<file path="config.mk">
export PLATFORM = sky130hd
export DESIGN_NAME = sbm_div
export DESIGN_NICKNAME = d
export VERILOG_FILES = /design/src/sv/sbm_pkg.sv /design/src/sv/sbm_div.sv
export SDC_FILE = /design/constraint.sdc
export NUM_CORES = 1
export LEC_CHECK = 0
export BUFFER_PORTS_ARGS = -buffer_cell sky130_fd_sc_hd__buf_4
export CAP_MARGIN = 15
export CORE_MARGIN = 3
export CORE_UTILIZATION = 35
export DETAILED_ROUTE_END_ITERATION = 16
export PLACE_DENSITY_LB_ADDON = 0.15
export SLEW_MARGIN = 25
export SYNTH_ARGS = -nofsm -noshare
export SYNTH_HDL_FRONTEND = slang
export SYNTH_SLANG_ARGS = --single-unit
</file>
<file path="constraint.sdc">
create_clock -name clk_i -period 8.3 [get_ports clk_i]
set_input_delay 0.415 -clock clk_i [delete_from_list [all_inputs] [get_ports clk_i]]
set_output_delay 0.415 -clock clk_i [all_outputs]
set_load 0.005 [all_outputs]
</file>
<file path="src/sv/sbm_pkg.sv">
// Shared constants and types of the spectrum bar meter.
`timescale 1ns / 1ps
package sbm_pkg;

  localparam int unsigned IDX_W      = 6;
  localparam int unsigned MAG_W      = 32;
  localparam int unsigned LVL_W      = 17;
  localparam int unsigned CNT_W      = 7;
  localparam int unsigned FREQ_W     = 15;
  localparam int unsigned LG_W       = 21;   // log2 result, Q5.16
  localparam int unsigned LG_STAGES  = 16;   // one squaring per fraction bit
  localparam int unsigned DIV_W      = 28;
  localparam int unsigned DIV_STEP   = 4;    // quotient bits per divider stage
  localparam int unsigned DIV_STAGES = DIV_W / DIV_STEP;
  localparam int unsigned NBARS      = 64;

  localparam logic [LVL_W-1:0] LEVEL_FULL = 17'd65536;

  typedef enum logic [1:0] {
    REG_BAR_COUNT = 2'd0,
    REG_LOG_AXIS  = 2'd1,
    REG_FREQ_LOW  = 2'd2,
    REG_FREQ_HIGH = 2'd3
  } sbm_reg_e;

  // Control that travels beside the data through every stage.
  typedef struct packed {
    logic             vld;
    logic             active;  // bar below bar_count, store gets updated
    logic             zero;    // zero magnitude
    logic [IDX_W-1:0] idx;
  } sbm_side_t;

  // Carried around the divider.
  typedef struct packed {
    sbm_side_t          side;
    logic [LG_W-1:0]    lgm;   // log2 of the magnitude
    logic signed [LG_W:0] oct; // log2 difference of the edge terms
    logic               neg;
  } sbm_mid_t;

endpackage

</file>
<file path="src/sv/sbm_div.sv">
// Pipelined restoring divider, a few quotient bits per stage.
`timescale 1ns / 1ps
module sbm_div import sbm_pkg::*; (
  input  logic             clk_i,
  input  logic             en_i,
  input  logic [DIV_W-1:0] dvd_i,
  input  logic [CNT_W-1:0] dvs_i,
  output logic [DIV_W-1:0] quo_o
);

  typedef struct packed {
    logic [CNT_W-1:0] rem;
    logic [DIV_W-1:0] dvd;
    logic [DIV_W-1:0] quo;
  } div_st_t;

  function automatic div_st_t div_step(div_st_t s, logic [CNT_W-1:0] d);
    div_st_t    r;
    logic [CNT_W:0] t;
    r = s;
    for (int b = 0; b < DIV_STEP; b++) begin
      t     = {r.rem, r.dvd[DIV_W-1]};
      r.dvd = r.dvd << 1;
      if (t >= {1'b0, d}) begin
        t     = t - {1'b0, d};
        r.quo = {r.quo[DIV_W-2:0], 1'b1};
      end else begin
        r.quo = {r.quo[DIV_W-2:0], 1'b0};
      end
      r.rem = t[CNT_W-1:0];
    end
    return r;
  endfunction

  div_st_t st_q [DIV_STAGES];
  div_st_t st0;

  assign st0 = '{rem: '0, dvd: dvd_i, quo: '0};

  always_ff @(posedge clk_i) begin
    if (en_i) begin
      st_q[0] <= div_step(st0, dvs_i);
      for (int j = 1; j < DIV_STAGES; j++) begin
        st_q[j] <= div_step(st_q[j-1], dvs_i);
      end
    end
  end

  assign quo_o = st_q[DIV_STAGES-1].quo;

endmodule

</file>
==> results.tsv, run 1 <==
stage	metric	value	unit
run_status	outcome	finished clean	
sta	pins over their slew limit	0	
worst_hold_path	hold depth	2	
synthesis	synth warn	0	
setup_path	WS Path Type	reg2reg	
synthesis	unique cell type count in the Yosys netlist	85	
global_routing	met2 Use GR	26.4	%
synthesis	FFs w/ async S/R, synth	0	%
routing	Via Count	13090	
routing	1st-pass router iterations	5	
die	Cell Rows	81	
setup_path	Critical Path Sink Type	register	
die	Starting Density	35.6	%
routing	Routed WL	41700	µm
sta	slew margin rel.	35.8	%
routing	Vias/cell	5.14	
finish	Reg with most FFs	st_q	
place	dpl hpwl	31300	µm
sta	Setup-failing EPs final	0	
clock_network	Clk Tree Root Cell	clkbuf_16	
worst_hold_path	min-delay src	dvs_i[3]	
clock_network	TritonCTS clock tree	done	
synthesis	Yosys reg bits	238	
die	chip height	230	µm
setup_path	CP most frequent cell	ha_1	
sta	final hold viol count	0	
sta	Worst Skew	16.3	ps
global_routing	met3 Use GR	2.18	%
global_routing	gr ovfl total	0	
global_routing	gr usage total	15.7	%
synthesis	Mapped Area	17600	µm²
sta	hold_ws	190	ps
synthesis	number of flops mapped to enable cells by yosys	238	
die	total core area	49300	µm²
global_routing	Top Usage Layer GRT	met2	
synthesis	Synth Flop Type	edfxtp_1	
sta	Fmax	0.129	GHz
setup_path	slowest CP cell	edfxtp_1	
die	IO Pins	65	
finish	FILL cells	4669	
sta	Worst Max-Slew Pin Slew	963	ps
sta	fin crit share	93.6	%
setup_path	Reg-to-Reg Start	st_q[0][51]	
sta	total negative slack	0	ps
setup_path	R2R depth	33	
global_routing	met1 Usage GRT	21.3	%
clock_network	H-tree Lvls	1	
flow_run	Max Cap Violations	0	
setup_path	startpoint types	register	
clock_network	latest clock arrival within the worst-skew pair	570	ps
global_routing	global-route wire length before repair	68000	µm
finish	Antenna diodes	0	
routing	routed len/inst	16.4	µm
die	Die W	230	µm
synthesis	Seq/Total Area, Yosys	40.7	%
clock_network	CTS Buf Count	31	
sta	min Tclk post-route	7770	ps
global_routing	vias in the first global route	13023	
routing	1st-iter DRT viols	776	
setup_path	CP Data Arrival Time	8080	ps
die	die area	52900	µm²
setup_path	CP max FO	7	
worst_hold_path	Hold Path Sink	st_q[0][3]	
worst_hold_path	Min-Delay Path Class	in2reg	
synthesis	syn avg cell area	10.9	µm²
place	IO buf count	64	
setup_path	WP data required	8610	ps
finish	Design Area, Final	21100	µm²
setup_path	Critical Path Max Stage Delay	440	ps
clock_network	CTS Sinks	238	
place	dpl cell area	19800	µm²
routing	DRT antenna net count	0	
global_routing	antenna violations before repair	0	
setup_path	FF-to-FF setup slack	530	ps
place	Setup Slack @ Placement	40.8	ps
routing	# DRC	0	
finish	area grow syn2layout	20.3	%
finish	Final nets	2111	
synthesis	syn nets	1868	
finish	share of layout cells above drive strength 1	19.4	%
setup_path	R2R Path End	st_q[1][55]	
finish	max FFs per register	238	
clock_network	Clock Path Buffers	3	
synthesis	Synth Instances	1614	
finish	Regs by FF count	st_q (238)	
global_routing	largest net degree at the start of global routing	128	
sta	unrepaired setup endpoints after global routing	false	
sta	setup ws final	531	ps
clock_network	Clock transition at path regs	60	ps
place	routability cong.	0.890	
layer usage:
metal  up-vias  part of all wire, %
li1       6604                    -
met1      6237                   48
met2       191                   47
met3        58                  3.3
met4         0                  2.3
met5         -                    0
Yosys cell counts (all sizes together), types with 28 or more instances:
master	instances	share of area, %
nor2b	54	1.9
nand2b	28	1.0
mux2	66	4.3
mux2i	36	2.1
o21a	28	1.2
nand2	72	1.5
nor2	89	1.9
a21o	40	1.7
inv	160	3.4
ha	191	14
edfxtp	238	41
a21oi	77	2.2
xnor2	44	2.2
o21ai	94	2.7
through the flow:
step                utilization, %  std cells
floorplan                        -       1614
global placement              40.3       2460
detailed placement            40.3       2460
CTS                           42.7       2541
global route                  42.9       2545
finish                        42.9       2545
cells in the final DEF, fill, tap and decap left out, types with 31 or more instances in the layout:
cell,instances
edfxtp_1,238
buf_4,195
ha_1,191
inv_1,155
nor2_1,88
o21ai_0,86
a21oi_1,75
nand2_1,71
mux2_2,65
nor2b_1,53
xnor2_1,44
a21o_1,40
mux2i_1,34
clkbuf_16,31
cell families after synthesis:
logic type,synth area share [%]
multiplexers,6.31
adder cells (fa/ha/maj),16.6
AND/OR/NAND/NOR,12.0
AO/OA/AOI/OAI,16.9
flip-flops,40.7
XOR/XNOR,3.54
buffers and inverters,3.93
area by class of cell:
cell class	instances	area (µm²)	area share [%]
Multi-Input combinational cell	1202	9770	46.3
Sequential cell	238	7150	33.8
Timing Repair Buffer	224	1800	8.52
Tap cell	664	831	3.93
Clock buffer	39	806	3.81
Inverter	160	603	2.85
Clock inverter	18	169	0.800
worst max-delay path, delay by kind of cell (launching register included):
kind                       cells  cell delay [ps]
AOI/OAI and AO/OA             12             2500
adders and majority gates      5             1500
buffers and inverters          4              440
DFF                            1              440
muxes                          4             1200
and+or+nand+nor                8             1400
repair_timing:
action,CTS,global route
setup buffers,0,4
hold buffers,24,0
setup endpoints to repair,0,25
endpoints found under the hold margin,24,0
resized for setup,0,17
how the worst max path moves through the flow:
| stage | start | endpoint | slack [ps] | cells past startpoint |
|---|---|---|---|---|
| final | st_q[0][51] | st_q[1][55] | 530 | 33 |
| after global routing | st_q[2][51] | st_q[3][55] | 20 | 34 |
| after CTS | st_q[0][51] | st_q[1][58] | 230 | 33 |
| after detailed placement | dvs_i[1] | st_q[6][0] | 40 | 36 |
| after global placement | dvs_i[1] | st_q[3][54] | 70 | 34 |
| after floorplan | dvs_i[1] | st_q[1][54] | 120 | 30 |
Power of run 1 is not shown: default switching activity piles up to over one toggle a cycle in this logic, so the estimate is an artifact.
==> inputs of run 2 (changes only) <==
==> constraint.sdc (replaced) <==
create_clock -name clk_i -period 8.3 [get_ports clk_i]
set_input_delay 1.245 -clock clk_i [delete_from_list [all_inputs] [get_ports clk_i]]
set_output_delay 1.245 -clock clk_i [all_outputs]
set_load 0.005 [all_outputs]
==> run 2 against run 1 <==
Against the previous run:
- wire length up 9.3%
- critical path depth unchanged
- sequential cell count unchanged
- critical path type is now in2reg
==> results.tsv, run 2 (synthesis results as in run 1) <==
stage	metric	value	unit
run_status	outcome	finished clean	
routing	# DRC	0	
setup_path	CP Buf/Inv Count	5	
global_routing	gr usage total	17.1	%
flow_run	Max Cap Violations	0	
finish	share of layout cells above drive strength 1	30.2	%
sta	final hold viol count	0	
setup_path	Critical Path Max Stage Delay	420	ps
clock_network	Clock transition at path regs	50	ps
sta	Worst Skew	11.9	ps
place	dpl hpwl	35200	µm
worst_hold_path	Min-Delay Path Class	reg2reg	
global_routing	largest net degree at the start of global routing	126	
routing	1st-iter DRT viols	663	
setup_path	Critical Path Sink Type	register	
finish	final std cells w/o fill	2746	
setup_path	slowest CP cell	fa_2	
finish	most common cell after layout, fill and taps aside	buf_4	
sta	fin crit share	97.2	%
sta	min Tclk post-route	8070	ps
routing	DRT antenna net count	0	
clock_network	Clock Path Buffers	3	
clock_network	TritonCTS clock tree	done	
sta	pins over their slew limit	0	
routing	1st-pass router iterations	7	
sta	slew margin rel.	36.9	%
die	Starting Density	35.6	%
clock_network	H-tree Lvls	1	
sta	Fmax	0.124	GHz
finish	Antenna diodes	0	
die	IO Pins	65	
setup_path	WP data required	8610	ps
finish	max FFs per register	238	
die	Die W	230	µm
routing	Via Count	14002	
clock_network	latest clock arrival within the worst-skew pair	570	ps
sta	Worst Max-Slew Pin Slew	946	ps
clock_network	CTS Sinks	238	
global_routing	gr ovfl total	0	
finish	area grow syn2layout	30.7	%
finish	Reg with most FFs	st_q	
die	total core area	49300	µm²
setup_path	cell family with most CP delay	compound AO/OA/AOI/OAI gates	
finish	Final nets	2314	
setup_path	startpoint types	input pin	
clock_network	CTS Buf Count	29	
routing	Routed WL	45600	µm
setup_path	WS Path Type	in2reg	
routing	routed len/inst	16.6	µm
finish	FILL cells	4700	
die	chip height	230	µm
global_routing	global-route wire length before repair	73500	µm
place	IO buf count	64	
finish	Regs by FF count	st_q (238)	
clock_network	Clk Tree Root Cell	clkbuf_16	
global_routing	antenna violations before repair	0	
finish	commonest non-fill, non-tap cells in the layout	419 x buf_4, 238 x edfxtp_1, 187 x ha_1	
die	Cell Rows	81	
routing	Vias/cell	5.10	
place	Cell Count Post-Placement	2685	
setup_path	CP Data Arrival Time	8370	ps
die	die area	52900	µm²
global_routing	vias in the first global route	14088	
place	routability cong.	0.901	
sta	Setup-failing EPs final	0	
setup_path	CP max FO	7	
## run 2: cell types whose count changed in the layout (fill, tap and decap cells not counted), moves of 5 or more
cell / change
buf_4: +224
dlygate4sd3_1: -24
fa_1: -6
fa_2: +6
o21ai_0: -14
o21ai_1: +9
o21ai_2: +5
## run 2: area by class of cell
| cell class | instances | area (µm²) | share of cell area (%) |
|---|---|---|---|
| clock buffer | 33 | 741 | 3.23 |
| clock inverter | 20 | 241 | 1.05 |
| inverter | 160 | 611 | 2.66 |
| multi-input combinational | 1202 | 10000 | 43.8 |
| sequential | 238 | 7150 | 31.1 |
| tap | 664 | 831 | 3.62 |
| timing repair buffer | 429 | 3330 | 14.5 |
## run 2: worst paths after layout
path | from | end | slack (ps) | cells past startpoint
hold / removal | st_q[2][10] | st_q[3][14] | 410 | 0
hold reg to reg | st_q[2][10] | st_q[3][14] | 410 | 0
setup / recovery | dvs_i[1] | st_q[1][58] | 230 | 33
setup reg to reg | st_q[0][51] | st_q[1][58] | 790 | 32
## run 2: metal layers
metal | GRT usage, % | wire, µm | part of all wire (%)
met2 | 29.2 | 21800 | 48
met3 | 2.19 | 1530 | 3.3
met4 | 5.38 | 1340 | 2.9
met1 | 22.5 | 20900 | 46
met5 | 0 | 0 | 0
## run 2: through the flow
step / worst slack [ps] / TNS [ps] / area [µm²] / hold slack (ps) / utilization [%]
after detailed placement: -491 / -9210 / 21800 / 405 / 44.3
after CTS: 92.5 / 0 / 22800 / 416 / 46.3
after global placement: -400 / -7010 / 21800 / 401 / 44.3
after floorplan: -88.3 / -1290 / 17800 / 400 / -
after global routing: -41.2 / -148 / 22900 / 422 / 46.6
final: 231 / 0 / 22900 / 414 / 46.6
## run 2: repair_timing
action / 4_1_cts / 5_1_grt
setup buffers: 0 / 8
setup endpoints to repair: 0 / 37
resized for setup: 0 / 24
hold buffers: 0 / 0
## run 2: worst reg2reg max path: cells and delay by family, from the launching register on
kind / cells / cell delay, ps
simple gates: 9 / 1500
compound gates: 11 / 2450
buf+inv: 3 / 300
mux: 4 / 1130
flops: 1 / 450
fa+ha+maj: 5 / 1400
Power of run 2 is left out for the same reason.
==> inputs of run 3 (changes only) <==
==> constraint.sdc (replaced) <==
create_clock -name clk_i -period 7.9 [get_ports clk_i]
set_input_delay 0.395 -clock clk_i [delete_from_list [all_inputs] [get_ports clk_i]]
set_output_delay 0.395 -clock clk_i [all_outputs]
set_load 0.005 [all_outputs]
==> run 3 against run 2 <==
Against the previous run:
- first-iteration DRC count is 6.9% higher
- wire length is 5.3% lower
- sequential cell count stayed put
- clock skew is 2.3 ps higher
- non-clock buffer count is 97 lower
- cell count is 3.6% lower
- worst hold slack worse by 250 ps
==> results.tsv, run 3 (synthesis results as in run 1) <==
stage	metric	value	unit
run_status	outcome	finished clean	
setup_path	CP Data Arrival Time	7810	ps
sta	fin crit share	95.0	%
place	Setup Slack @ Placement	-189	ps
sta	Worst Max-Slew Pin Slew	852	ps
global_routing	gr ovfl total	0	
worst_hold_path	Min-Delay Path Class	in2reg	
routing	Via Count	13490	
setup_path	R2R depth	35	
die	Cell Rows	81	
setup_path	CP max FO	8	
setup_path	WS Path Type	reg2reg	
finish	Regs by FF count	st_q (238)	
place	IO buf count	64	
routing	1st-pass router iterations	5	
global_routing	largest net degree at the start of global routing	136	
flow_run	Max Cap Violations	0	
setup_path	slowest CP cell	edfxtp_1	
place	dpl hpwl	32500	µm
routing	1st-iter DRT viols	709	
sta	total negative slack	0	ps
die	IO Pins	65	
die	chip height	230	µm
finish	Design Area, Final	22100	µm²
setup_path	WP data required	8210	ps
finish	max FFs per register	238	
clock_network	Clock transition at path regs	60	ps
setup_path	FF-to-FF setup slack	400	ps
setup_path	Reg-to-Reg Start	st_q[0][51]	
clock_network	CTS Buf Count	30	
global_routing	antenna violations before repair	0	
sta	Worst Skew	14.2	ps
finish	Reg with most FFs	st_q	
routing	routed len/inst	16.3	µm
sta	pins over their slew limit	0	
place	Cell Count Post-Placement	2563	
routing	Routed WL	43200	µm
routing	DRT antenna net count	0	
clock_network	latest clock arrival within the worst-skew pair	570	ps
place	dpl cell area	20700	µm²
clock_network	Clock Path Buffers	3	
finish	share of layout cells above drive strength 1	24.9	%
sta	setup ws final	398	ps
sta	slew margin rel.	43.2	%
finish	commonest non-fill, non-tap cells in the layout	298 x buf_4, 238 x edfxtp_1, 191 x ha_1	
clock_network	Clk Tree Root Cell	clkbuf_16	
setup_path	Worst setup endpoint	st_q[1][57]	
sta	final hold viol count	0	
clock_network	TritonCTS clock tree	done	
sta	Fmax	0.133	GHz
setup_path	Critical Path Sink Type	register	
die	total core area	49300	µm²
setup_path	CP startpoint	st_q[0][51]	
place	routability cong.	0.865	
routing	Vias/cell	5.10	
clock_network	CTS Sinks	238	
setup_path	Critical Path Max Stage Delay	450	ps
routing	# DRC	0	
die	Die W	230	µm
finish	final std cells w/o fill	2647	
die	Starting Density	35.6	%
setup_path	R2R Path End	st_q[1][57]	
finish	Antenna diodes	0	
setup_path	startpoint types	register	
sta	Setup-failing EPs final	0	
finish	area grow syn2layout	25.9	%
global_routing	gr usage total	16.1	%
clock_network	H-tree Lvls	1	
sta	min Tclk post-route	7500	ps
finish	most common cell after layout, fill and taps aside	buf_4	
global_routing	global-route wire length before repair	69700	µm
global_routing	vias in the first global route	13303	
die	die area	52900	µm²
finish	Final nets	2218	
## run 3: cell types whose count changed in the layout (fill, tap and decap cells not counted), sizes merged
cell / change
buf: -121
clkinv: -1
bufinv: -4
clkinvlp: +2
dlygate4sd3: +24
clkbuf: +2
inv: -1
## run 3: final cells by class
cell class              count  area [µm²]
clock inverters            16         143
flip-flops and latches    238        7150
clock buffers              35         769
fillers                  4658       27200
well taps                 664         831
repair buffers            332        2670
multi-input cells        1202        9930
inverters                 160         607
## run 3: worst max-delay path: cells and delay by family (launching register included)
| kind | cells | cell delay, ps |
|---|---|---|
| flip-flops | 1 | 450 |
| adder cells (fa/ha/maj) | 5 | 1640 |
| multiplexers | 3 | 1060 |
| AO/OA/AOI/OAI | 13 | 2170 |
| AND/OR/NAND/NOR | 9 | 1380 |
| buffers and inverters | 5 | 530 |
## run 3: per-stage QoR
step	hold WS, ps	utilization, %
2_1_floorplan	400	-
3_3_place_gp	401	42.1
3_5_place_dp	405	42.1
4_1_cts	126	44.4
5_1_grt	128	44.9
6_report	161	44.9
## run 3: what timing repair did
action                                  in CTS  in global routing
buffers inserted                             0                  9
hold endpoints to repair                    24                  0
hold buffers                                24                  0
endpoints found under the setup margin       5                 40
gates resized for setup                      2                 43
pin swaps                                    0                 10
## run 3: worst min path at each step
stage                      from     endpoint  slack [ps]  cells past startpoint
floorplan           st_q[0][28]  st_q[1][32]         400                      0
global placement     st_q[4][6]  st_q[5][10]         400                      0
detailed placement  st_q[0][36]  st_q[1][40]         400                      0
CTS                    dvs_i[2]   st_q[0][3]         130                      2
global route           dvs_i[3]   st_q[0][3]         130                      2
finish                 dvs_i[2]   st_q[0][3]         160                      2
## run 3: routing by layer
layer | part of all wire [%] | global-route usage (%) | up-vias
li1 | - | - | 6840
met1 | 48 | 22.1 | 6401
met2 | 47 | 26.8 | 197
met3 | 3.4 | 2.21 | 52
met4 | 2.0 | 3.82 | 0
met5 | 0 | 0 | -
Power of run 3 is left out for the same reason.
