<file path="config.mk">
export PLATFORM = sky130hd
export DESIGN_NAME = sbm_ram
export DESIGN_NICKNAME = d
export VERILOG_FILES = /design/src/sv/sbm_ram.sv
export SDC_FILE = /design/constraint.sdc
export NUM_CORES = 1
export LEC_CHECK = 0
export CORE_AREA = 2 2 326 328
export CTS_CLUSTER_DIAMETER = 200
export DETAILED_ROUTE_END_ITERATION = 16
export DIE_AREA = 0 0 328 330
export DONT_BUFFER_PORTS = 1
export PLACE_DENSITY = 0.61
export SLEW_MARGIN = 20
export SYNTH_ARGS = -nofsm -noshare
export SYNTH_HDL_FRONTEND = slang
export SYNTH_SLANG_ARGS = --single-unit
</file>
<file path="constraint.sdc">
create_clock -name clk_i -period 3.3 [get_ports clk_i]
set_input_delay 0.165 -clock clk_i [delete_from_list [all_inputs] [get_ports clk_i]]
set_output_delay 0.165 -clock clk_i [all_outputs]
set_load 0.02 [all_outputs]
</file>
<file path="src/sv/sbm_ram.sv">
// Generic single-write, single-read RAM with registered read data.
`timescale 1ns / 1ps
module sbm_ram #(
  parameter int unsigned WIDTH = 17,
  parameter int unsigned DEPTH = 64
) (
  input  logic                     clk_i,
  input  logic                     we_i,
  input  logic [$clog2(DEPTH)-1:0] waddr_i,
  input  logic [WIDTH-1:0]         wdata_i,
  input  logic                     re_i,
  input  logic [$clog2(DEPTH)-1:0] raddr_i,
  output logic [WIDTH-1:0]         rdata_o
);

  logic [WIDTH-1:0] mem_q [DEPTH];

  always_ff @(posedge clk_i) begin
    if (we_i) begin
      mem_q[waddr_i] <= wdata_i;
    end
    if (re_i) begin
      rdata_o <= mem_q[raddr_i];
    end
  end

endmodule

</file>
==> impl.org, run 1 <==
** Placement
- In this run the cell area measured after placement is 0.04412 mm2.
- The wire-length estimate of the detail-placed layout is 55280 um.
- During placement, the flow inserted port buffers numbering 0.
- Gp weighted congestion :: 0.8332
- Worst-case setup slack after placement :: 0.6935 ns

** Critical path
- Largest fanout on the critical path :: 288
- Reg-to-reg endpoint :: rdata_o[4]
- The worst register-to-register path begins at mem_q[19][4].
- Highest-delay cell along the critical path :: sky130_fd_sc_hd__mux4_2
- Traced cell by cell, the critical path runs through mux4_2 -> mux2i_1 -> a22oi_1 -> o221ai_1 -> a211oi_1.
- For flop-to-flop paths, the worst setup slack is 1.01 ns.
- In this run the worst setup path begins at raddr_i[0].
- STA classifies the critical path endpoint as a flop.
- The setup path with the least slack is of type in2reg.
- The most critical setup path has its endpoint at rdata_o[4].
- The worst register-to-register path has a depth of 5.
- The worst setup path is launched from an input port.
- STA puts the critical path data required time at 3.73 ns.
- Worst path arrival time :: 2.87 ns
- Crit-path max cell delay :: 0.69 ns

** Routing
- The detailed router finished its first iteration with 2256 violations.
- For this run, design rule violations remaining after detail routing come to 0.
- For this block, the via count after detailed routing is 20301.
- Dividing the detail-routed wire length by the instance count gives 28.54 um.
- For this block, the routed nets add up to 101500 um of wire.
- Antenna-violating nets left :: 0
- DRT Pass-1 Iters :: 6
- After detailed routing, the number of vias per cell comes to 5.709.

** Floorplanning
- I/O pin total :: 49
- The total area inside the core boundary comes to 0.1047 mm2.
- The initial utilization of the core area, before any placement, comes to 0.4062.
- The die is 328 um wide.
- From bottom edge to top edge, the die measures 330 um.
- The floorplan has 119 rows.
- Die area :: 0.1082 mm2

** Clocking
- Number of setup buffers added after CTS :: 0
- The clock reaches the later pin of the worst-skew pair after 0.68 ns.
- Max H-tree Level :: 3
- Gates resized during post-CTS repair numbered 0.
- Num CTS Buffers :: 111
- Sinks on Clock Net :: 1105
- Clock-pin slew was measured on the worst setup and hold paths at 0.06 ns.
- The clock passes through at most 3 buffers.
- CTS placed an instance of sky130_fd_sc_hd__clkbuf_16 at the clock tree root.
- For this design, the CTS-stage hold fixing added 45 buffers.
- CTS tree :: built

** Outcome
- The run finished, with violations left.
- The checks that failed: slew limit.

** Logic synthesis
- Proportion of netlist area held by the largest area contributor :: 0.7805
- Top cells by area in the synthesized netlist :: sky130_fd_sc_hd__edfxtp_1 (78%), sky130_fd_sc_hd__mux4_2 (11%), sky130_fd_sc_hd__mux2i_1 (3.0%), sky130_fd_sc_hd__a22oi_1 (1.1%), sky130_fd_sc_hd__a221oi_1 (0.89%)
- The number of nets handed over by synthesis was 1985.
- The synthesized design contains 1105 enable-type register cells.
- The synthesized design spends more area on one cell type than any other, namely sky130_fd_sc_hd__edfxtp_1.
- Most used flip-flop cell after synthesis :: sky130_fd_sc_hd__edfxtp_1
- The synthesized netlist occupies a cell area of 0.04251 mm2.
- Synthesis produced 1953 cells.
- Synthesis-stage register bit count :: 1105
- The share of the Yosys chip area taken by registers is 0.7805.
- A synthesized cell averages 21.77 um2.
- Warnings from Yosys :: 0
- Synth unique cells :: 37
- Of all flip-flops after synthesis, the portion carrying an async set or reset was 0.

** STA
- Final Slew Violations :: 31
- The clock arrives with 0.02092 ns of skew.
- Setup violations remaining at the end of the flow were counted as 0.
- Maximum clock rate :: 408.9 MHz
- Relative max-transition margin :: -0.02015
- Sum Neg Setup Slack :: 0 ns
- The final count of hold timing violations is 0.
- For the pin with the worst max-slew slack, the measured transition is 1.530 ns.
- The worst path in the final design needs a cycle of 2.446 ns, including I/O delays and setup.
- Setup slack closes at 0.8541 ns.
- Of the available clock period, the critical path in the final layout requires 0.7412.
- RSZ-0062 raised after global routing :: false

** Power
- Leakage power figure :: 0.01524 uW
- Comb power frac :: 0.041
- The worst-case IR drop observed on VDD is 0.4544 mV.
- For this design the ratio of total power to cell area is 600.4 mW/mm2.
- Proportion of total power due to net switching :: 0.2062
- Of the total power, the clock network draws 0.421.
- Internal power consumption :: 23070 uW
- For this design the total switching power over the nets is 5995 uW.
- Of the total power, registers draw 0.538.

** GRT
- The number of global-route vias before repair was 20476.
- Number of antenna violations at the first check in global routing :: 1
- The first global-routing pass estimated 146700 um of wire.
- GR Overflow Total :: 0
- Overall Global Routing Usage :: 0.1878
- Pin count of the biggest net entering global routing :: 289

** Cells and area
- Relative to the synthesized area, the layout overhead comes to 13.87%.
- Leaving out fill and tap cells, the most frequent cell in the layout is sky130_fd_sc_hd__edfxtp_1.
- Layout cells sized above 1 :: 0.2287
- The finished cells cover 0.04841 mm2.
- The top cell types in the final layout, fill and taps aside, are sky130_fd_sc_hd__edfxtp_1 (1105), sky130_fd_sc_hd__mux4_2 (216), sky130_fd_sc_hd__mux2i_1 (128), sky130_fd_sc_hd__clkbuf_16 (113), sky130_fd_sc_hd__nor2_1 (90).
- Number of nets in the final layout :: 2102

** Hold path
- Path type of the worst min-delay path :: in2reg

** Job
- Max-cap violations in this run came to 0.
[cell families (layout without fill, tap and decap cells)]
logic type             Yosys count  count (layout)  share of synthesized area
DFF                           1105            1105                     0.7805
muxes                          356             356                     0.1477
and+or+nand+nor                213             213                    0.02419
AOI/OAI and AO/OA              165             165                    0.03084
buffers and inverters          114             325                    0.01675
other                            0               1                          0
[worst max-delay path, delay by kind of cell]
kind	cells	cell delay [ns]
AO/OA/AOI/OAI	3	1.32
multiplexers	2	0.81
[how the worst min path moves through the flow]
stage	start	end	slack, ns	depth (start not counted)
final	re_i	rdata_o[9]	0.02	1
after detailed placement	wdata_i[9]	mem_q[53][9]	0.28	0
after floorplan	wdata_i[0]	mem_q[0][0]	0.26	0
after CTS	raddr_i[4]	rdata_o[15]	0.003	3
after global placement	wdata_i[12]	mem_q[36][12]	0.28	0
after global routing	re_i	rdata_o[4]	0.007	1
[layer usage]
layer  part of all wire  global-route usage  wire, um
met2               0.48              0.2976     48270
met4              0.025             0.05385      2533
met3              0.070             0.03429      7100
met5                  0                   0         0
met1               0.43              0.2677     43570
[power by group through the flow]
stage	registers [uW]	logic [uW]	clock network [uW]
global placement	15900	828	0
global route	15600	1250	13000
finish	15600	1200	12200
floorplan	15900	790	0
detailed placement	15900	835	0
CTS	15600	1190	12400
[synth_stat cells, types with 3 or more instances]
master and count:
sky130_fd_sc_hd__edfxtp_1 1105, sky130_fd_sc_hd__a221oi_1 43, sky130_fd_sc_hd__mux2i_1 128, sky130_fd_sc_hd__buf_8 3
sky130_fd_sc_hd__a22oi_1 63, sky130_fd_sc_hd__o221ai_1 11, sky130_fd_sc_hd__a211oi_1 23, sky130_fd_sc_hd__clkbuf_1 44
sky130_fd_sc_hd__nor3_1 4, sky130_fd_sc_hd__a21oi_1 12, sky130_fd_sc_hd__nor2_1 99, sky130_fd_sc_hd__and3_1 15
sky130_fd_sc_hd__nor4_1 4, sky130_fd_sc_hd__buf_2 34, sky130_fd_sc_hd__mux4_2 216, sky130_fd_sc_hd__buf_12 4
sky130_fd_sc_hd__nand4_1 4, sky130_fd_sc_hd__a311oi_1 4, sky130_fd_sc_hd__buf_4 17, sky130_fd_sc_hd__buf_6 10
sky130_fd_sc_hd__mux2_2 12, sky130_fd_sc_hd__nand2b_1 3, sky130_fd_sc_hd__nand2_1 25, sky130_fd_sc_hd__nand3_1 17
sky130_fd_sc_hd__and4_1 10, sky130_fd_sc_hd__a22o_1 4, sky130_fd_sc_hd__nor2b_1 25
[per-stage QoR]
step	utilization	power (uW)	instances	hold slack, ns
floorplan	-	16700	1953	0.2639
global placement	0.4215	16760	3303	0.2761
detailed placement	0.4215	16770	3303	0.2754
CTS	0.4625	29250	3555	0.002741
global route	0.4625	29860	3555	0.007434
finish	0.4625	29070	3556	0.02030
[sequential cells by signal, summed over array words and instances, names as in the netlist]
| name | count |
|---|---|
| rdata_o | 17 |
| mem_q | 1088 |
[cell type report]
type,instances,area (um2)
clock buffer,137,2918
clock inverter,70,620.6
fill,8520,56260
antenna,1,2.502
tap,1391,1740
inverter,1,3.754
multi-input combinational,734,8661
timing repair buffer,117,1284
sequential,1105,33180
Power figures use the tool's default switching activity.
==> inputs of run 2 (changes only) <==
- clock period: 3.3 -> 2.36 ns (I/O delays scaled with it)
==> run 2 against run 1 <==
Against the previous run: the run ends with slew limit, setup timing left; sequential power is 40% higher; worst setup slack worse by 1.2 ns; clock skew is 0.010 ns higher; count of clock-buffer cells in the layout is 4 lower; design area is 0.28% higher; via count is 0.42% higher; non-clock buffer count is 40 higher; sequential cell count stayed put; core utilization is 0.13 points higher; die area stayed put; register-to-register slack worse by 0.94 ns; power is 36% higher; critical path type unchanged; critical endpoint is now rdata_o[13].
==> impl.org, run 2 (synthesized netlist as in run 1, its figures left out) <==
** Placement
- The routability-driven placement congestion ratio is 0.7905 (-5.1%).
- Detailed-placement wirelength estimate :: 57480 um (+4.0%)
- The total of buffers placed on input and output ports is 0 (unchanged).

** STA
- Sum Neg Setup Slack :: -1.494 ns (-1.494 ns)
- For the finished layout, the period the worst path requires is 2.674 ns.
- Setup repair after global routing left no endpoint under its margin.
- Static timing analysis puts the maximum clock frequency at 373.9 MHz.
- The total count of max-transition violations in the final report was 115 (+270%).
- The final count of hold timing violations was 0 (unchanged).
- The worst max-slew margin expressed relative to the limit came to -0.1634 (-0.1432).
- The measured slew at the worst slew-check pin is 1.745 ns (+0.2148 ns).
- The final worst slack came to -0.3144 ns (-1.169 ns).
- Setup Skew :: 0.03092 ns (+0.009996 ns)
- Period utilization :: 1.133
- The number of endpoints failing setup at the final stage is 12 (+12).

** Power
- The proportion of total power due to net switching came to 0.2053 (-0.0009424).
- The peak supply drop was 0.5719 mV (+26%).
- The post-layout total power was 39630 uW (+36%).
- The cell internal power dissipation is 31490 uW (+36%).
- The static leakage power was 0.01533 uW (+0.57%).
- The net switching power of the design was 8135 uW (+36%).
- Sequential power share :: 0.552 (+0.014)
- Clock power frac :: 0.403 (-0.018)
- The logic gate share of total power was 0.044 (+0.003).
- The power per cell area is 816.2 mW/mm2 (+36%).

** Floorplanning
- Core Area :: 0.1047 mm2 (unchanged)
- The overall die area came to 0.1082 mm2 (unchanged).
- The number of top-level pins was 49 (unchanged).
- X dimension of the die :: 328 um (unchanged)
- The die height is 330 um (unchanged).
- The standard-cell row count came to 119 (unchanged).
- The starting density of the core is 0.4062 (unchanged).

** Cells and area
- Layout cells sized above 1 :: 0.2365 (+0.007787)
- Number of filler cells placed in the layout :: 8531 (+0.13%)
- Fin util :: 0.4638 (+0.001279)
- mem_q holds more flip-flops than any other register.
- The largest registers in the layout are mem_q: 1088 flops, rdata_o: 17 flops.
- Area overhead of the layout relative to synthesis :: 14.19%
- Antenna cell count :: 0 (-1)
- The flip-flop count of the largest register after layout was 1088 (unchanged).
- The library cell used most frequently in the layout, excluding fill and tap cells, is sky130_fd_sc_hd__edfxtp_1.
- Leaving out fill and tap cells, the most frequent cells in the layout are sky130_fd_sc_hd__edfxtp_1 (1105), sky130_fd_sc_hd__mux4_2 (216), sky130_fd_sc_hd__mux2i_1 (128), sky130_fd_sc_hd__clkbuf_16 (105), sky130_fd_sc_hd__buf_4 (100).
- The net total in the final layout is 2136 (+1.6%).

** Clocking
- CTS tree :: built
- Number of buffers on the longest clock path :: 3 (unchanged)
- The CTS clock-pin slew for the worst setup and hold paths is 0.06 ns (about the same).
- Sinks on Clock Net :: 1105 (unchanged)
- The latest clock arrival within the worst-skew pair is 0.67 ns (about the same).
- The TritonCTS buffer count is 105 (-5.4%).
- Max H-tree Level :: 3 (unchanged)
- The tree is rooted in a sky130_fd_sc_hd__clkbuf_16.

** Critical path
- The worst-path maximum fanout came to 288 (unchanged).
- Nature of the critical path endpoint :: flop
- CP Class :: in2reg
- Worst path arrival time :: 3.07 ns (+0.20 ns)
- CP startpoint kind :: input port
- Data required time at the worst endpoint :: 2.76 ns (-0.97 ns)

** GRT
- Pin count of the biggest net entering global routing :: 289 (unchanged)
- The number of global-route vias before repair came to 20774 (+1.5%).
- The wire length of the first global-routing pass was 148900 um (+1.5%).
- The global routing usage summed across all routing layers came to 0.1926 (+0.004787).
- Number of antenna violations at the first check in global routing :: 3 (+2)
- GR Overflow Total :: 0 (unchanged)

** Routing
- The total met3 wirelength after detailed routing came to 8788 um (+24%).
- Routed vias/inst :: 5.693 (-0.28%)
- The detailed router used layers up to and including met5.
- DRC violations left :: 0 (unchanged)
- Vias :: 20387 (+0.42%)
- Amount of wire on met2 after detailed routing :: 49540 um (+2.6%)
- The count of routing violations after the opening detailed-route iteration came to 2403 (+6.5%).
- The number of detailed-routing iterations run before antenna repair is 6 (unchanged).
- Wire length on met1 :: 42520 um (-2.4%)
- DR WL/cell :: 28.98 um (+1.6%)
- Routed wire length :: 103800 um (+2.3%)
- The post-route antenna net violation count came to 0 (unchanged).

** Hold path
- Path type of the worst min-delay path :: in2reg

** Outcome
- Outcome :: finished with violations
- Failing checks :: slew limit, setup timing

** Job
- Max-cap check violation count :: 0 (unchanged)
==> run 2: changes by cell type in the layout (fill, tap and decap cells not counted), moves of 3 or more <==
cell | before | now
sky130_fd_sc_hd__inv_16 | 3 | 0
sky130_fd_sc_hd__buf_4 | 72 | 100
sky130_fd_sc_hd__buf_12 | 0 | 11
sky130_fd_sc_hd__clkinv_1 | 25 | 20
sky130_fd_sc_hd__clkbuf_1 | 24 | 28
sky130_fd_sc_hd__clkbuf_16 | 113 | 105
==> run 2: final cells by class <==
cell class | count | area, um2 | share of cell area
flip-flops and latches | 1105 | 33180 | 0.6835
multi-input cells | 734 | 8663 | 0.1785
clock buffers | 133 | 2733 | 0.05629
well taps | 1391 | 1740 | 0.03585
repair buffers | 157 | 1729 | 0.03562
clock inverters | 60 | 494.2 | 0.01018
inverters | 1 | 3.754 | 0.00007732
==> run 2: power groups by stage <==
stage	Combinational (uW)	Sequential, uW	Clock [uW]
after floorplan	1110	22300	0
final	1750	21900	16000
after global routing	1830	21900	17000
after detailed placement	1230	22300	0
after CTS	1750	21900	16300
after global placement	1230	22300	0
==> run 2: path summary, 6_finish.rpt <==
kind | start | endpoint | slack [ns] | cells after the start
max reg2reg | mem_q[7][9] | rdata_o[9] | 0.07 | 5
min reg2reg | mem_q[40][2] | rdata_o[2] | 0.95 | 4
max | raddr_i[0] | rdata_o[13] | -0.31 | 6
min | raddr_i[4] | rdata_o[9] | 0.01 | 3
==> run 2: routing by layer <==
layer  vias up  GRT usage
met5         -          0
met2       799     0.3061
met4         4    0.06033
met1     10853     0.2648
met3       158    0.04522
li1       8573          -
==> run 2: through the flow <==
| step | setup WS [ns] | area, um2 | instances | hold WS, ns |
|---|---|---|---|---|
| global route | 0.05840 | 48550 | 3581 | 0.01217 |
| detailed placement | -0.1196 | 44530 | 3341 | 0.2297 |
| CTS | 0.004959 | 48540 | 3581 | 0.004744 |
| floorplan | 0.1369 | 42510 | 1953 | 0.2169 |
| finish | -0.3144 | 48550 | 3581 | 0.01352 |
| global placement | -0.1338 | 44530 | 3341 | 0.2266 |
==> run 2: worst max-delay path, stage by stage <==
cell and delay [ns]:
sky130_fd_sc_hd__mux4_2 1.07, sky130_fd_sc_hd__mux2i_1 0.19, sky130_fd_sc_hd__buf_4 0.17, sky130_fd_sc_hd__nor2_1 0.06
sky130_fd_sc_hd__a311oi_2 0.52, sky130_fd_sc_hd__nor4_1 0.13
==> run 2: timing repair <==
item	in CTS	in global routing
hold endpoints to repair	1263	0
setup buffers	0	0
hold buffers	47	0
setup endpoints to repair	1	0
gates resized for setup	1	0
==> inputs of run 3 (changes only) <==
- PLACE_DENSITY: 0.61 -> 0.57
==> run 3 against run 2 <==
Against the previous run: the run ends with setup timing left; clock power increased by 6%; critical path depth is 1 lower; critical endpoint is now rdata_o[16]; count of clock-buffer cells in the layout down 7; hold slack improved by 0.027 ns; via count rose by 0.42%; worst setup slack better by 0.27 ns; largest cell class unchanged; final cell count rose by 0.87%.
==> impl.org, run 3 (synthesized netlist as in run 1, its figures left out) <==
** Critical path
- The worst setup path is of the in2reg kind.
- Data required time at the worst endpoint :: 2.76 ns (about the same)
- The buffers plus inverters on the worst setup path was 0 (-1).
- The worst-path maximum fanout is 288 (unchanged).
- CP top delay family :: multiplexers
- Crit-path max cell delay :: 0.92 ns (-0.15 ns)
- The data arrival time of the worst path was 2.80 ns (-0.27 ns).
- The signal on the critical path passes through mux4_2 -> mux2i_1 -> nor2_1 -> a311oi_2 -> nor4_1.
- For this design, the slowest cell found on the critical path is sky130_fd_sc_hd__mux4_2.
- The worst setup path is captured at a flop.
- The worst setup path is launched from an input port.

** Routing
- DR WL/cell :: 29.57 um (+2.0%)
- Vias :: 20473 (+0.42%)
- The number of remaining DRC errors came to 0 (unchanged).
- Antenna-violating nets left :: 0 (unchanged)
- The number of detailed-routing iterations run before antenna repair came to 5 (-1).
- The count of routing violations after the opening detailed-route iteration was 2139 (-11%).
- The via count normalized by instance count is 5.668 (-0.44%).
- The total detailed-routing wirelength was 106800 um (+2.9%).

** Cells and area
- The largest registers in the layout are mem_q: 1088 flops, rdata_o: 17 flops.
- The net total in the final layout was 2166 (+1.4%).
- The number of inserted filler cells in the final layout was 8564 (+0.39%).
- Layout cells sized above 1 :: 0.2571 (+0.02056)
- From synthesis to final layout, the design area changed by 15.32%.
- Antenna cell count :: 0 (unchanged)
- The footprint of the multi-input gates is 0.008731 mm2 (+0.78%).
- The register area was 0.03318 mm2 (unchanged).
- The flip-flop count of the largest register after layout came to 1088 (unchanged).
- Leaving out fill and tap cells, the most frequent cell in the layout is sky130_fd_sc_hd__edfxtp_1.
- Non-filler cells, final :: 3612 (+0.87%)
- Commonest non-fill, non-tap cells in the layout :: sky130_fd_sc_hd__edfxtp_1 (1105), sky130_fd_sc_hd__mux4_2 (216), sky130_fd_sc_hd__buf_4 (130), sky130_fd_sc_hd__mux2i_1 (128), sky130_fd_sc_hd__clkbuf_16 (112)
- Largest reg by FF count :: mem_q

** STA
- Setup Skew :: 0.02808 ns (-0.002843 ns)
- Sum Neg Setup Slack :: -0.07061 ns (+1.424 ns)
- Maximum clock rate :: 416.3 MHz (+11%)
- RSZ-0062 raised after global routing :: false
- Final Slew Violations :: 0 (-100%)
- Relative max-transition margin :: 0.1010 (+0.2644)
- The number of endpoints failing setup at the final stage was 2 (-10).
- Period utilization :: 1.018 (-0.1153)
- Hold violation count in the final report :: 0 (unchanged)
- The final worst slack came to -0.04226 ns (+0.2722 ns).
- The measured slew at the worst slew-check pin was 1.348 ns (-0.3966 ns).
- The final critical path time including I/O delays and setup was 2.402 ns (-0.2722 ns).

** Clocking
- The number of buffers on the longest clock path is 3 (unchanged).
- The TritonCTS buffer count came to 109 (+3.8%).
- Skew-Pair Late Insertion Delay :: 0.69 ns (+0.02 ns)
- The number of H-tree branching levels was 3 (unchanged).
- The tree is rooted in a sky130_fd_sc_hd__clkbuf_16.
- CTS tree :: built
- Number of setup buffers added after CTS :: 0 (unchanged)
- The CTS clock-pin slew for the worst setup and hold paths was 0.06 ns (about the same).
- The number of sinks handled by clock tree synthesis came to 1105 (unchanged).

** Outcome
- Failing checks :: setup timing
- The run finished, with violations left.

** Placement
- Detailed-placement wirelength estimate :: 59310 um (+3.2%)
- The number of placed cells counting well taps came to 3366 (+0.75%).
- The routability-driven placement congestion ratio was 0.8062 (+2.0%).
- The worst-case setup slack after placement is -0.2440 ns (-0.1244 ns).
- The total of buffers placed on input and output ports is 0 (unchanged).

** Power
- Pwr dens :: 830.9 mW/mm2 (+1.8%)
- Leakage power figure :: 0.01557 uW (+1.6%)
- Worst vdd ir :: 0.5626 mV (-1.6%)

** Floorplanning
- The floorplan core area came to 0.1047 mm2 (unchanged).
- Row count :: 119 (unchanged)
- X dimension of the die :: 328 um (unchanged)
- Effective utilization at floorplan :: 0.4062 (unchanged)
- The overall die area was 0.1082 mm2 (unchanged).
- I/O pin total :: 49 (unchanged)
- Die Ht :: 330 um (unchanged)

** GRT
- The global routing usage summed across all routing layers was 0.1983 (+0.005715).
- The largest net degree at the start of global routing was 289 (unchanged).
- The wire length of the first global-routing pass was 152600 um (+2.5%).
- The global route total overflow is 0 (unchanged).
- Number of antenna violations at the first check in global routing :: 6 (+3)
- The number of global-route vias before repair came to 20760 (-0.067%).

** Hold path
- The path class of the tightest hold or removal check is in2reg.

** Job
- Max-cap check violation count :: 0 (unchanged)
## run 3: cell types whose count changed in the layout (fill, tap and decap cells not counted), sizes merged
cell | previous run | this run
buf | 128 | 153
clkbuf | 133 | 126
clkinv | 47 | 54
bufinv | 7 | 11
inv | 4 | 2
dlygate4sd3 | 29 | 30
clkinvlp | 3 | 6
## run 3: final timing paths
kind	endpoint	slack, ns	depth (start not counted)	startpoint
worst max-delay path	rdata_o[16]	-0.04	5	raddr_i[0]
worst min-delay path	mem_q[59][6]	0.04	2	waddr_i[0]
worst max register to register	rdata_o[12]	0.06	5	mem_q[22][12]
worst min register to register	rdata_o[8]	1.06	4	mem_q[14][8]
## run 3: report_power, final
part / switching (uW) / leakage [uW] / internal, uW
clock network: 7210 / 0.00170 / 9820
logic: 1020 / 0.00391 / 801
registers: 114 / 0.00995 / 21800
## run 3: metal layers
| metal | global-route usage | vias up | part of all wire |
|---|---|---|---|
| li1 | - | 8621 | - |
| met1 | 0.2741 | 11014 | 0.42 |
| met2 | 0.3104 | 688 | 0.47 |
| met3 | 0.04552 | 146 | 0.078 |
| met4 | 0.07070 | 4 | 0.032 |
| met5 | 0 | - | 0.00017 |
## run 3: area by class of cell
cell class | count | area share
clock buffers | 126 | 0.05824
well taps | 1391 | 0.03550
inverters | 1 | 0.00007656
flip-flops and latches | 1105 | 0.6768
repair buffers | 183 | 0.03803
clock inverters | 72 | 0.01325
multi-input cells | 734 | 0.1781
## run 3: worst register-to-register path: stages, from the launching register on
cell                       delay (ns)
sky130_fd_sc_hd__edfxtp_1        0.33
sky130_fd_sc_hd__mux4_2          0.24
sky130_fd_sc_hd__mux2i_1         0.14
sky130_fd_sc_hd__a22oi_1         0.56
sky130_fd_sc_hd__o221ai_1        0.40
sky130_fd_sc_hd__a211oi_2        0.44
## run 3: per-stage QoR
| stage | utilization | cell area, um2 | hold slack [ns] | total power (uW) |
|---|---|---|---|---|
| after global placement | 0.4270 | 44700 | 0.2293 | 23570 |
| after floorplan | - | 42510 | 0.2169 | 23360 |
| after CTS | 0.4683 | 49010 | 0.004256 | 41030 |
| final | 0.4684 | 49030 | 0.04054 | 40730 |
| after global routing | 0.4684 | 49030 | 0.02374 | 41870 |
| after detailed placement | 0.4270 | 44700 | 0.2271 | 23580 |
## run 3: what timing repair did
| action | 4_1_cts | 5_1_grt |
|---|---|---|
| endpoints found under the hold margin | 1263 | 0 |
| resized for setup | 4 | 2 |
| setup endpoints to repair | 4 | 2 |
| hold buffers | 48 | 0 |
| pin swaps | 0 | 0 |
